### config.mk
export PLATFORM = sky130hd
export DESIGN_NAME = data_run_list_decoder
export DESIGN_NICKNAME = d
export VERILOG_FILES = /design/src/rtl/core/drld_pkg.sv /design/src/rtl/core/data_run_list_decoder.sv
export SDC_FILE = /design/constraint.sdc
export NUM_CORES = 1
export LEC_CHECK = 0
export ABC_AREA = 1
export BUFFER_PORTS_ARGS = -buffer_cell sky130_fd_sc_hd__buf_2
export CORE_MARGIN = 5
export CORE_UTILIZATION = 56
export DETAILED_ROUTE_END_ITERATION = 6
export PLACE_DENSITY = 0.78
export SLEW_MARGIN = 10
export SYNTH_ARGS = -nofsm -noshare
export SYNTH_HDL_FRONTEND = slang
export SYNTH_SLANG_ARGS = --single-unit
export TNS_END_PERCENT = 5
### constraint.sdc
create_clock -name clk_i -period 7.1 [get_ports clk_i]
set_input_delay 1.42 -clock clk_i [delete_from_list [all_inputs] [get_ports clk_i]]
set_output_delay 1.42 -clock clk_i [all_outputs]
set_load 0.005 [all_outputs]
### src/rtl/core/drld_pkg.sv
// Types and constants of the data run list decoder.
package drld_pkg;

  localparam logic [3:0] MaxFieldBytes = 4'd8;

  typedef struct packed {
    logic [7:0] data_byte;
    logic       list_start;
  } in_word_t;

  typedef struct packed {
    logic [63:0] start_cluster;
    logic [63:0] cluster_count;
    logic        list_end;
  } out_word_t;

endpackage

### src/rtl/core/data_run_list_decoder.sv
// Data run list decoder: header, length and offset bytes to cluster runs.
//
// Takes one run list byte per word and returns one word for each run: its
// absolute start cluster and cluster count, or an end marker when a zero
// length ends the list. A byte with list_start set is a header and clears the
// running cluster number. The block accepts a byte every cycle while the
// output is not stalled; a byte is held in the input register and its
// result, if any, is written to the output register once the output is free,
// so a run passes through the input register and then the output register.
// A stalled output holds one word plus one byte.
module data_run_list_decoder (
  input  logic               clk_i,
  input  logic               rst_ni,
  input  logic               in_valid_i,
  output logic               in_ready_o,
  input  drld_pkg::in_word_t in_word_i,
  output logic               out_valid_o,
  input  logic               out_ready_i,
  output drld_pkg::out_word_t out_word_o
);
  import drld_pkg::*;

  typedef enum logic [3:0] {
    PhHeader = 4'b0001,
    PhLength = 4'b0010,
    PhOffset = 4'b0100,
    PhEnded  = 4'b1000
  } phase_e;

  function automatic logic [63:0] sign_extend(input logic [63:0] d, input logic [3:0] kept);
    logic        sign;
    logic [63:0] r;
    r    = d;
    sign = 1'b0;
    for (int j = 1; j < 8; j++) begin
      if (kept == 4'(j)) sign = d[8*j-1];
    end
    for (int j = 1; j < 8; j++) begin
      if (sign && (4'(j) >= kept)) r[8*j +: 8] = 8'hFF;
    end
    return r;
  endfunction

  function automatic logic [63:0] gather(input logic [63:0] acc, input logic [7:0] b,
                                         input logic [3:0] pos);
    logic [63:0] r;
    r = acc;
    if (pos < MaxFieldBytes) r = acc | ({56'd0, b} << {pos[2:0], 3'b000});
    return r;
  endfunction

  in_word_t    in_q;
  logic        in_vld_q;
  out_word_t   out_q, res;
  logic        out_vld_q;
  logic        res_vld, advance;

  phase_e      phase_q, phase_d;
  logic [3:0]  len_tot_q, len_tot_d, off_tot_q, off_tot_d, pos_q, pos_d, pos_inc, kept;
  logic [63:0] len_q, len_d, dlt_q, dlt_d, run_q, run_d, len_g, dlt_g, run_sum;

  assign advance     = in_vld_q && (!out_vld_q || out_ready_i);
  assign in_ready_o  = !in_vld_q || advance;
  assign out_valid_o = out_vld_q;
  assign out_word_o  = out_q;

  assign pos_inc = pos_q + 4'd1;
  assign len_g   = gather(len_q, in_q.data_byte, pos_q);
  assign dlt_g   = gather(dlt_q, in_q.data_byte, pos_q);
  assign kept    = (off_tot_q > MaxFieldBytes) ? MaxFieldBytes : off_tot_q;
  assign run_sum = run_q + sign_extend(dlt_g, kept);

  always_comb begin
    phase_d   = phase_q;
    len_tot_d = len_tot_q;
    off_tot_d = off_tot_q;
    pos_d     = pos_q;
    len_d     = len_q;
    dlt_d     = dlt_q;
    run_d     = run_q;
    res_vld   = 1'b0;
    res       = '0;
    if (in_q.list_start || (phase_q == PhHeader)) begin
      if (in_q.list_start) run_d = '0;
      len_tot_d = in_q.data_byte[3:0];
      off_tot_d = in_q.data_byte[7:4];
      pos_d     = '0;
      len_d     = '0;
      dlt_d     = '0;
      if (in_q.data_byte[3:0] == 4'd0) begin
        res_vld      = 1'b1;
        res.list_end = 1'b1;
        phase_d      = PhEnded;
      end else begin
        phase_d = PhLength;
      end
    end else begin
      unique case (phase_q)
        PhLength: begin
          len_d = len_g;
          pos_d = pos_inc;
          if (pos_inc == len_tot_q) begin
            if (len_g == '0) begin
              res_vld      = 1'b1;
              res.list_end = 1'b1;
              phase_d      = PhEnded;
            end else if (off_tot_q == 4'd0) begin
              res_vld           = 1'b1;
              res.start_cluster = run_q;
              res.cluster_count = len_g;
              phase_d           = PhHeader;
            end else begin
              pos_d   = '0;
              phase_d = PhOffset;
            end
          end
        end
        PhOffset: begin
          dlt_d = dlt_g;
          pos_d = pos_inc;
          if (pos_inc == off_tot_q) begin
            run_d             = run_sum;
            res_vld           = 1'b1;
            res.start_cluster = run_sum;
            res.cluster_count = len_q;
            phase_d           = PhHeader;
          end
        end
        default: begin
        end
      endcase
    end
  end

  always_ff @(posedge clk_i or negedge rst_ni) begin
    if (!rst_ni) begin
      in_vld_q  <= 1'b0;
      out_vld_q <= 1'b0;
      phase_q   <= PhHeader;
      len_tot_q <= '0;
      off_tot_q <= '0;
      pos_q     <= '0;
      len_q     <= '0;
      dlt_q     <= '0;
      run_q     <= '0;
    end else begin
      if (in_ready_o) in_vld_q <= in_valid_i;
      if (advance) begin
        out_vld_q <= res_vld;
        phase_q   <= phase_d;
        len_tot_q <= len_tot_d;
        off_tot_q <= off_tot_d;
        pos_q     <= pos_d;
        len_q     <= len_d;
        dlt_q     <= dlt_d;
        run_q     <= run_d;
      end else if (out_ready_i) begin
        out_vld_q <= 1'b0;
      end
    end
  end

  always_ff @(posedge clk_i) begin
    if (in_ready_o && in_valid_i) in_q <= in_word_i;
    if (advance && res_vld) out_q <= res;
  end

endmodule

======== Word level (Yosys, flattened, before mapping) ========
Index checks and enable logic that the tools add are counted.
word-level totals
  bits of input ports ..................... 13
  word-level logic and storage cells ...... 126
  bits in registers ....................... 348
operators by class
  equal/unequal tests ..................... 15
  muxes and demuxes ....................... 54
  order comparisons ....................... 9
  reductions and logical operators ........ 29
  bitwise logic cells ..................... 2
  shift operators ......................... 1
  add/subtract/negate cells ............... 2
operators by type and width
  cell                  count
  $mux W64              10
  $mux W128             3
  $pmux W128 S2         1
  $mux W129             1
  $or A64 B64 Y64       2
  $add A64 B64 Y64      1
  $logic_not A64 Y1     1
  $shl A8 B6 Y64        1
  $mux W8               7
  $mux W4               10
  $eq A4 B3 Y1 const B  5
  $mux W1               18
  $ge A3 B4 Y1 const A  4
  $pmux W4 S2           2
  $eq A4 B2 Y1 const B  3
  $logic_and A1 B1 Y1   10
  $eq A4 B1 Y1 const B  2
  $eq A4 B4 Y1          2
  $ge A2 B4 Y1 const A  2
  $logic_not A4 Y1      2
  $reduce_and A2 Y1     4
  $reduce_and A4 Y1     2
  $reduce_bool A2 Y1    4
  $ne A3 B3 Y1 const B  2
  10 further kinds      13

======== Depth between registers and ports, before layout ========
Gate-level depths: netlist of the first run.
  depth after elaboration ................. 16
  mapped depth ............................ 27
  gate-level depth less buffers ........... 26

======== Worst setup path after synthesis of the first run ========
No wires, ideal clock.
  path type ............................... in2reg
  start point ............................. input port out_ready_i
  end point ............................... register out_q (netlist bit out_word_o[0]) (enable)
  library setup time ...................... 618 ps
  setup slack ............................. -589 ps
  cell stages on the path ................. 6
  data arrival time ....................... 7071 ps
  data required time ...................... 6482 ps
  path buffers ............................ 0
  cell sequence ........................... inv_1 nand2_1 nand2_1 inv_1 nand2_1 nor2_1
on the way
  cells in the longest elaborated chain, start to end .. 3
ends and longest elaborated chain
  element               line                          source
  start, declared       data_run_list_decoder.sv:18   input logic out_ready_i,
  $logic_or A1 B1 Y1    data_run_list_decoder.sv:62   assign advance = in_vld_q && (!out_vld_q || out_ready_i);
  $logic_and A1 B1 Y1   data_run_list_decoder.sv:62
  $logic_and A1 B1 Y1   data_run_list_decoder.sv:165  if (advance && res_vld) out_q <= res;
  end signal, assigned  data_run_list_decoder.sv:165
  end, declared         data_run_list_decoder.sv:54   out_word_t out_q, res;
No other way between the ends.
A chain may end at the register's enable or synchronous reset.

======== Worst setup path after layout of the first run ========
  start point ............................. register pos_q[1]
  end point ............................... register out_q (netlist bit out_word_o[125]) (data pin)
on the way
  cells in the longest elaborated chain, start to end .. 15
  elaborated cells between the ends (all ways) .. 36
ends and longest elaborated chain
  element                 line                          source
  start, declared         data_run_list_decoder.sv:59   logic [3:0] len_tot_q, len_tot_d, off_tot_q, off_tot_d, pos_q, pos_d, pos_inc, kept;
  start signal, assigned  data_run_list_decoder.sv:153  pos_q <= pos_d;
  $shl A8 B6 Y64          data_run_list_decoder.sv:48   if (pos < MaxFieldBytes) r = acc | ({56'd0, b} << {pos[2:0], 3'b000});
  $or A64 B64 Y64         data_run_list_decoder.sv:48
  $mux W64                data_run_list_decoder.sv:48
  $mux W1 (7 in series)   data_run_list_decoder.sv:36   if (kept == 4'(j)) sign = d[8*j-1];
  $logic_and A1 B1 Y1     data_run_list_decoder.sv:39   if (sign && (4'(j) >= kept)) r[8*j +: 8] = 8'hFF;
  $mux W8                 data_run_list_decoder.sv:39
  $add A64 B64 Y64        data_run_list_decoder.sv:71   assign run_sum = run_q + sign_extend(dlt_g, kept);
  $mux W128               data_run_list_decoder.sv:121  if (pos_inc == off_tot_q) begin
  $pmux W128 S2 *         data_run_list_decoder.sv:98   unique case (phase_q)
Every way passes the cells marked *; elsewhere a longest branch is shown, timed or not.

==> impl_table.tex, run 1 <==
\begin{tabular}{lr}
\hline
Metric & Value \\
\hline
\multicolumn{2}{l}{\textbf{Drt}} \\
Detailed-route wire length & 75920 um \\
TritonRoute pass-1 iters & 7 \\
Post-route DRC violation count & 5 \\
Overall via count from detail\_route & 19.66k \\
Ratio of routed vias to standard cells & 6.103 \\
Met3 wirelength from detailed routing & 6429 um \\
Initial DRC count & 2519 \\
Highest metal used & met5 \\
Average detailed-routed wire length per instance & 23.57 um \\
Post-route ant nets & 0 \\
Routed metal-1 wirelength & 29800 um \\
Met2 Routed Length & 35710 um \\
\multicolumn{2}{l}{\textbf{GRT}} \\
Remaining Overflow, GRT & 0 \\
Total routing resource utilization after global routing & 0.3650 \\
Antenna violations before repair & 2 \\
First-pass GRT wire length & 114300 um \\
Vias in the first global route & 18.68k \\
Maximum number of pins on one net before global-route repair & 126 \\
\multicolumn{2}{l}{\textbf{CTS}} \\
CTS H-tree lvls & 2 \\
Post-cts repair resize count & 0 \\
Setup fix buffers added after clock tree synthesis & 0 \\
CTS Root Cell & sky130\_fd\_sc\_hd\_\_clkbuf\_16 \\
Deepest clock path buffer count & 3 \\
Clock slew at the register clock pins of the worst setup and hold paths & 50 ps \\
CTS tree & done \\
Number of clock sinks seen by CTS & 348 \\
Skew-Pair Late Insertion Delay & 560 ps \\
CTS buffer count & 39 \\
Hold buffer count at cts & 0 \\
\multicolumn{2}{l}{\textbf{Logic synthesis}} \\
Share of synthesized cell area in full adder, half adder and majority cells & 0.04206 \\
Top cells by instance count after synthesis & sky130\_fd\_sc\_hd\_\_nand2\_1, sky130\_fd\_sc\_hd\_\_a21oi\_1, sky130\_fd\_sc\_hd\_\_nor2\_1 \\
Dominant combinational cell family by area after synthesis & simple AND/OR/NAND/NOR gates \\
Xor-xnor portion of the synthesized cell area & 0.01159 \\
Post-synth net total & 2692 \\
Number of synthesis warnings & 0 \\
Synthesized-area fraction occupied by ao, oa, aoi and oai cells & 0.1522 \\
Sequential element share of the synthesized area & 0.4606 \\
Gate Count Post-Synth & 2611 \\
Mux cell area share after synthesis & 0 \\
Leading area contributor after synthesis & sky130\_fd\_sc\_hd\_\_dfrtp\_1 \\
Simple logic cell fraction of the synthesized area & 0.2752 \\
Main flop type after synthesis & sky130\_fd\_sc\_hd\_\_dfrtp\_1 \\
Top post-synthesis cells by area & sky130\_fd\_sc\_hd\_\_dfrtp\_1, sky130\_fd\_sc\_hd\_\_edfxtp\_1, sky130\_fd\_sc\_hd\_\_nand2\_1 \\
FFs w/ async S/R, synth & 0.6034 \\
Library cells used by synthesis & 45 \\
Synth Area per Inst & 7.816 um2 \\
Most repeated cell in the gate-level netlist after synthesis & sky130\_fd\_sc\_hd\_\_nand2\_1 \\
Area of the mapped netlist & 20410 um2 \\
Area share of the largest cell type after synthesis & 0.2563 \\
Number of flops mapped to enable cells by yosys & 138 \\
Register bit total from synthesis & 348 \\
\multicolumn{2}{l}{\textbf{Setup path}} \\
Slowest-stage cell, CP & sky130\_fd\_sc\_hd\_\_dfrtp\_1 \\
Critical path type & flip-flop to flip-flop \\
Critical Path RT & 7480 ps \\
Delay of the slowest cell on the worst path & 890 ps \\
Ordered cell list for the critical path & inv\_2 -> nand3\_2 -> nand2\_1 -> nand2\_2 -> nand2\_1 -> nor2\_4 -> nand2\_2 -> nand2\_4 -> nand2\_2 -> nand3\_1 -> nand2\_1 -> ha\_1 -> a21oi\_1 -> o21ai\_0 -> a21oi\_1 -> nor2\_1 -> nor2\_1 -> nor2\_1 -> nor2\_1 -> nand2\_1 -> nand2\_1 -> nand3\_1 -> a21oi\_1 \\
Signal arrival time at the worst endpoint & 5780 ps \\
Most repeated library cell on the critical path & sky130\_fd\_sc\_hd\_\_nand2\_1 \\
CP bufs+invs & 1 \\
Depth of the most critical reg-to-reg path & 23 \\
Critical-path maximum fanout & 19 \\
Top delay family on crit path & simple AND/OR/NAND/NOR gates \\
Worst Setup End Kind & flip-flop \\
R2r setup slk & 1700 ps \\
Setup crit start kind & flip-flop \\
Logic depth of the worst setup path including buffers & 23 \\
\multicolumn{2}{l}{\textbf{Floorplanning}} \\
DIE AREA & 40360 um2 \\
Initial standard-cell utilization of the core & 0.5628 \\
IO Pins & 144 \\
\# rows & 70 \\
Area of the core & 36260 um2 \\
Width of the chip & 200.9 um \\
Vertical die dimension & 200.9 um \\
\multicolumn{2}{l}{\textbf{Place}} \\
Routability-driven placement congestion ratio & 1.056 \\
Port-buffer cells & 143 \\
Post-placement worst setup slack & 1859 ps \\
HPWL after detailed placement & 56760 um \\
Cell area reported after detailed placement & 21410 um2 \\
\multicolumn{2}{l}{\textbf{Finish}} \\
Area of the multi-input gates & 9841 um2 \\
Diode insertion count for antenna repair & 0 \\
Filler cell count in the final layout & 3176 \\
Layout cells sized above 1 & 0.1191 \\
Post-route design area & 22650 um2 \\
Number of nets at the end of the flow & 2805 \\
Area overhead of the layout relative to synthesis & 11.01\% \\
FF/Latch Area & 9400 um2 \\
\multicolumn{2}{l}{\textbf{Outcome}} \\
Violations in the final reports & DRC \\
Result of the run & complete, but fails checks \\
\multicolumn{2}{l}{\textbf{Timing}} \\
Post-route clock skew & 13.93 ps \\
Final count of negative-setup-slack endpoints & 0 \\
Relative slew slack & 0.1800 \\
Final Hold Violating Endpoints & 0 \\
Pins Over Slew Limit & 0 \\
Post-Route Setup TNS & 0 ps \\
RSZ-0062 raised after global routing & no \\
Max Clk Rate & 185.2 MHz \\
Final hold slack & 485.1 ps \\
Least-Margin Pin Slew & 1228 ps \\
Final setup slack of the worst path & 1699 ps \\
Share of the cycle needed by the critical path after routing & 0.7607 \\
Clock period minus worst slack & 5401 ps \\
\multicolumn{2}{l}{\textbf{Worst hold path}} \\
Depth of the worst hold-timing path & 2 \\
Type of the tightest min-delay check & flip-flop to flip-flop \\
\multicolumn{2}{l}{\textbf{Pwr}} \\
Combinational cell fraction of total power & 0.336 \\
Power Density & 291.8 nW/um2 \\
Design Power & 6.611 mW \\
Int Power & 3.990 mW \\
Leakage power & 9.790 nW \\
Clock share of power & 0.304 \\
VDD IR max & 245.4 uV \\
Switching share of total power & 0.3964 \\
Fraction of power consumed by sequential logic & 0.360 \\
NetSw & 2.620 mW \\
\multicolumn{2}{l}{\textbf{Run}} \\
Max-cap check violation count & 0 \\
\hline
\end{tabular}
## layer usage
layer | vias up | track usage
li1 | 9009 | -
met1 | 9281 | 0.4826
met2 | 1123 | 0.6019
met3 | 241 | 0.05848
met4 | 4 | 0.1534
met5 | - | 0
## tightest hold or removal path, cell delays in order, from the launching register on
cell                      delay, ps
sky130_fd_sc_hd__dfrtp_1        340
sky130_fd_sc_hd__nand2_1         50
sky130_fd_sc_hd__o21ai_0         60
## final cells by class
type                       instances  share of cell area
multi-input combinational       1985              0.4344
sequential                       348              0.4149
clock buffer                      57             0.04833
timing repair buffer             162             0.03883
inverter                         188             0.03115
tap                              468             0.02585
clock inverter                    13            0.006517
## path summary, 6_finish.rpt
path / to / start
max reg2reg: out_word_o[125] / pos_q[1]
min in group asynchronous: run_q[13] / rst_ni
max: out_word_o[125] / pos_q[1]
min: dlt_q[56] / dlt_q[56]
min reg2reg: dlt_q[56] / dlt_q[56]
max in group asynchronous: len_q[26] / rst_ni
## power by group through the flow
stage / registers (mW) / clock network [mW] / logic, mW
after CTS: 2.37 / 2.02 / 2.15
after global placement: 2.40 / 0 / 2.11
after detailed placement: 2.41 / 0 / 2.14
after floorplan: 2.38 / 0 / 1.41
final: 2.38 / 2.01 / 2.22
after global routing: 2.39 / 2.11 / 2.37
## state kept, by name (all words and copies together) (netlist names), 4 cells and up
register / cells
dlt_q: 64
pos_q: 4
off_tot_q: 4
len_tot_q: 4
len_q: 64
out_word_o: 129
run_q: 64
in_q: 9
phase_q: 4
## cell families after synthesis
kind of cell / after synthesis
AO/OA/AOI/OAI: 573
XOR/XNOR: 27
AND/OR/NAND/NOR: 1317
flip-flops: 348
adder cells (fa/ha/maj): 68
buffers and inverters: 278
## cell usage in the layout (no fill, tap or decap), types with 19 or more instances in the layout
cell type / instances
sky130_fd_sc_hd__nand4_1: 34
sky130_fd_sc_hd__dfrtp_1: 209
sky130_fd_sc_hd__nand3_1: 158
sky130_fd_sc_hd__a21oi_2: 22
sky130_fd_sc_hd__nor2_1: 296
sky130_fd_sc_hd__buf_2: 142
sky130_fd_sc_hd__nand2_1: 701
sky130_fd_sc_hd__a21oi_1: 371
sky130_fd_sc_hd__xor2_1: 19
sky130_fd_sc_hd__edfxtp_1: 138
sky130_fd_sc_hd__clkbuf_16: 40
sky130_fd_sc_hd__o21ai_0: 124
sky130_fd_sc_hd__inv_1: 177
sky130_fd_sc_hd__or2_2: 39
sky130_fd_sc_hd__a22o_1: 21
sky130_fd_sc_hd__ha_1: 67
sky130_fd_sc_hd__nor3_1: 24
## metrics by stage
| step | utilization | instances |
|---|---|---|
| 2_1_floorplan | - | 2611 |
| 3_3_place_gp | 0.5905 | 3151 |
| 3_5_place_dp | 0.5905 | 3151 |
| 4_1_cts | 0.6248 | 3221 |
| 5_1_grt | 0.6248 | 3221 |
| 6_report | 0.6248 | 3221 |
Power figures use the tool's default switching activity.
==> inputs of run 2 (changes only) <==
--- a/config.mk
+++ b/config.mk
@@ -8,9 +8,9 @@
 export ABC_AREA = 1
 export BUFFER_PORTS_ARGS = -buffer_cell sky130_fd_sc_hd__buf_2
 export CORE_MARGIN = 5
-export CORE_UTILIZATION = 56
+export CORE_UTILIZATION = 60
 export DETAILED_ROUTE_END_ITERATION = 6
-export PLACE_DENSITY = 0.78
+export PLACE_DENSITY = 0.79
 export SLEW_MARGIN = 10
 export SYNTH_ARGS = -nofsm -noshare
 export SYNTH_HDL_FRONTEND = slang
==> constraint.sdc (replaced) <==
create_clock -name clk_i -period 5.2 [get_ports clk_i]
set_input_delay 1.04 -clock clk_i [delete_from_list [all_inputs] [get_ports clk_i]]
set_output_delay 1.04 -clock clk_i [all_outputs]
set_load 0.005 [all_outputs]
==> impl_table.tex, run 2 (same netlist as run 1, synthesis figures left out) <==
\begin{tabular}{lr}
\hline
Metric & Value \\
\hline
\multicolumn{2}{l}{\textbf{Place}} \\
Routability-driven placement congestion ratio & 1.037 (-1.8\%) \\
Port-buffer cells & 143 (unchanged) \\
HPWL after detailed placement & 56620 um (-0.23\%) \\
\multicolumn{2}{l}{\textbf{GRT}} \\
Maximum number of pins on one net before global-route repair & 109 (-13\%) \\
Antenna violations before repair & 2 (unchanged) \\
Remaining Overflow, GRT & 0 (unchanged) \\
Total routing resource utilization after global routing & 0.3959 (+0.03097) \\
First-pass GRT wire length & 115900 um (+1.4\%) \\
Vias in the first global route & 19.57k (+4.7\%) \\
\multicolumn{2}{l}{\textbf{CTS}} \\
Clock slew at the register clock pins of the worst setup and hold paths & 70 ps (+20 ps) \\
CTS buffer count & 37 (-5.1\%) \\
Hold buffer count at cts & 0 (unchanged) \\
CTS H-tree lvls & 2 (unchanged) \\
CTS Root Cell & sky130\_fd\_sc\_hd\_\_clkbuf\_16 \\
Setup fix buffers added after clock tree synthesis & 0 (unchanged) \\
Deepest clock path buffer count & 3 (unchanged) \\
Number of clock sinks seen by CTS & 348 (unchanged) \\
Skew-Pair Late Insertion Delay & 560 ps (about the same) \\
CTS tree & done \\
\multicolumn{2}{l}{\textbf{Setup path}} \\
Worst Setup End Kind & flip-flop \\
Worst flop-to-flop path endpoint & out\_word\_o[110] \\
Critical-path maximum fanout & 12 (-7) \\
Start point of the critical path & pos\_q[0] \\
Slowest-stage cell, CP & sky130\_fd\_sc\_hd\_\_dfrtp\_1 \\
CP bufs+invs & 0 (-1) \\
Depth of the most critical reg-to-reg path & 20 (-13\%) \\
Top delay family on crit path & simple AND/OR/NAND/NOR gates \\
R2r setup slk & 380 ps (-1320 ps) \\
Critical path type & flip-flop to flip-flop \\
Delay of the slowest cell on the worst path & 600 ps (-290 ps) \\
Critical Path RT & 5450 ps (-2030 ps) \\
Ordered cell list for the critical path & nor2\_1 -> nand3\_2 -> nand2\_1 -> nand2\_2 -> nand2\_1 -> nor2\_4 -> nand2\_2 -> nand2\_4 -> nand2\_2 -> nand3\_1 -> nand2\_1 -> ha\_1 -> a21oi\_1 -> o21ai\_0 -> a21oi\_2 -> o21ai\_0 -> nand3b\_1 -> or2\_2 -> nand3\_1 -> a21oi\_1 \\
Signal arrival time at the worst endpoint & 5070 ps (-710 ps) \\
Setup crit start kind & flip-flop \\
Worst flop-to-flop path startpoint & pos\_q[0] \\
\multicolumn{2}{l}{\textbf{Timing}} \\
Final count of negative-setup-slack endpoints & 0 (unchanged) \\
Max Clk Rate & 207.6 MHz (+12\%) \\
Pins Over Slew Limit & 0 (unchanged) \\
Least-Margin Pin Slew & 1249 ps (+20.99 ps) \\
Final Hold Violating Endpoints & 0 (unchanged) \\
Post-route clock skew & 16.29 ps (+2.366 ps) \\
Post-Route Setup TNS & 0 ps (unchanged) \\
Share of the cycle needed by the critical path after routing & 0.9264 (+0.1657) \\
Clock period minus worst slack & 4817 ps (-583.7 ps) \\
RSZ-0062 raised after global routing & no \\
Relative slew slack & 0.1672 (-0.01280) \\
Final hold slack & 502.7 ps (+17.61 ps) \\
\multicolumn{2}{l}{\textbf{Floorplanning}} \\
DIE AREA & 37800 um2 (-6.3\%) \\
Initial standard-cell utilization of the core & 0.6086 (+0.04578) \\
Width of the chip & 194.4 um (-3.2\%) \\
Vertical die dimension & 194.4 um (-3.2\%) \\
\# rows & 67 (-4.3\%) \\
Area of the core & 33530 um2 (-7.5\%) \\
IO Pins & 144 (unchanged) \\
\multicolumn{2}{l}{\textbf{Finish}} \\
Number of nets at the end of the flow & 2812 (+0.25\%) \\
Max FFs per register & 129 (unchanged) \\
Layout cells sized above 1 & 0.1229 (+0.003728) \\
Diode insertion count for antenna repair & 0 (unchanged) \\
Most common cell after layout, fill and taps aside & sky130\_fd\_sc\_hd\_\_nand2\_1 \\
Filler cell count in the final layout & 2695 (-15\%) \\
Area of the multi-input gates & 9857 um2 (+0.17\%) \\
Area overhead of the layout relative to synthesis & 11.27\% \\
FF/Latch Area & 9400 um2 (unchanged) \\
Commonest non-fill, non-tap cells in the layout & sky130\_fd\_sc\_hd\_\_nand2\_1, sky130\_fd\_sc\_hd\_\_a21oi\_1, sky130\_fd\_sc\_hd\_\_nor2\_1, sky130\_fd\_sc\_hd\_\_dfrtp\_1, sky130\_fd\_sc\_hd\_\_inv\_1 \\
\multicolumn{2}{l}{\textbf{Drt}} \\
Post-route ant nets & 0 (unchanged) \\
Ratio of routed vias to standard cells & 6.323 (+3.6\%) \\
Overall via count from detail\_route & 20.28k (+3.2\%) \\
Post-route DRC violation count & 10 (+5) \\
Average detailed-routed wire length per instance & 24.00 um (+1.8\%) \\
TritonRoute pass-1 iters & 7 (unchanged) \\
Detailed-route wire length & 76950 um (+1.4\%) \\
Initial DRC count & 2644 (+5.0\%) \\
\multicolumn{2}{l}{\textbf{Pwr}} \\
VDD IR max & 272.0 uV (+11\%) \\
Leakage power & 9.828 nW (+0.40\%) \\
Power Density & 398.7 nW/um2 (+37\%) \\
\multicolumn{2}{l}{\textbf{Run}} \\
Max-cap check violation count & 0 (unchanged) \\
\multicolumn{2}{l}{\textbf{Worst hold path}} \\
Startpoint of the tightest hold check path & dlt\_q[62] \\
Depth of the worst hold-timing path & 2 (unchanged) \\
Type of the tightest min-delay check & flip-flop to flip-flop \\
Endpoint, Worst Hold & dlt\_q[62] \\
\multicolumn{2}{l}{\textbf{Outcome}} \\
Result of the run & complete, but fails checks \\
Violations in the final reports & DRC \\
\hline
\end{tabular}
-- run 2: metrics by stage --
stage / area (um2) / setup slack (ps) / std cells / utilization / power, mW
after detailed placement: 21470 / 144.3 / 3139 / 0.6404 / 6.229
after global routing: 22710 / 66.96 / 3207 / 0.6772 / 9.371
after floorplan: 20410 / 1206 / 2611 / - / 5.174
after CTS: 22690 / 109.6 / 3206 / 0.6768 / 8.908
after global placement: 21470 / 250.9 / 3139 / 0.6404 / 6.157
final: 22710 / 382.9 / 3207 / 0.6772 / 9.054
-- run 2: timing repair --
action | in CTS | in global routing
setup endpoints to repair | 0 | 4
hold endpoints to repair | 0 | 0
resized for setup | 0 | 2
-- run 2: area by class of cell --
type | count | area share
Multi-Input combinational cell | 1986 | 0.4341
Timing Repair Buffer | 170 | 0.04248
Clock buffer | 55 | 0.04827
Clock inverter | 12 | 0.005400
Tap cell | 448 | 0.02469
Sequential cell | 348 | 0.4140
Inverter | 188 | 0.03108
-- run 2: layer usage --
metal  track usage  up-vias  share of wire
met2        0.6215     1425           0.45
met1        0.5028     9503           0.37
met3       0.09141      341           0.11
met4        0.2367        2          0.077
li1              -     9008              -
met5             0        -        0.00012
-- run 2: worst max path at each step --
stage	endpoint	slack [ps]	cells past startpoint
final	out_word_o[110]	380	20
after global placement	out_word_o[110]	250	20
after detailed placement	out_word_o[110]	140	20
after CTS	out_word_o[110]	110	20
after global routing	out_word_o[125]	70	23
after floorplan	out_word_o[0]	1210	14
-- run 2: worst register-to-register path, stage by stage, from the launching register on --
cell                       delay, ps
sky130_fd_sc_hd__dfrtp_1         600
sky130_fd_sc_hd__nor2_1          140
sky130_fd_sc_hd__nand3_2         120
sky130_fd_sc_hd__nand2_1         100
sky130_fd_sc_hd__nand2_2         180
sky130_fd_sc_hd__nand2_1         140
sky130_fd_sc_hd__nor2_4          220
sky130_fd_sc_hd__nand2_2         100
sky130_fd_sc_hd__nand2_4         120
sky130_fd_sc_hd__nand2_2         100
sky130_fd_sc_hd__nand3_1         260
sky130_fd_sc_hd__nand2_1         150
sky130_fd_sc_hd__ha_1            340
sky130_fd_sc_hd__a21oi_1         190
sky130_fd_sc_hd__o21ai_0         200
sky130_fd_sc_hd__a21oi_2         380
sky130_fd_sc_hd__o21ai_0         290
sky130_fd_sc_hd__nand3b_1        370
sky130_fd_sc_hd__or2_2           350
sky130_fd_sc_hd__nand3_1          70
sky130_fd_sc_hd__a21oi_1          80
-- run 2: power breakdown --
group | internal [mW] | switching, mW
Clock | 1.56 | 1.14
Combinational | 0.781 | 2.35
Sequential | 3.08 | 0.144
Total | 5.42 | 3.63
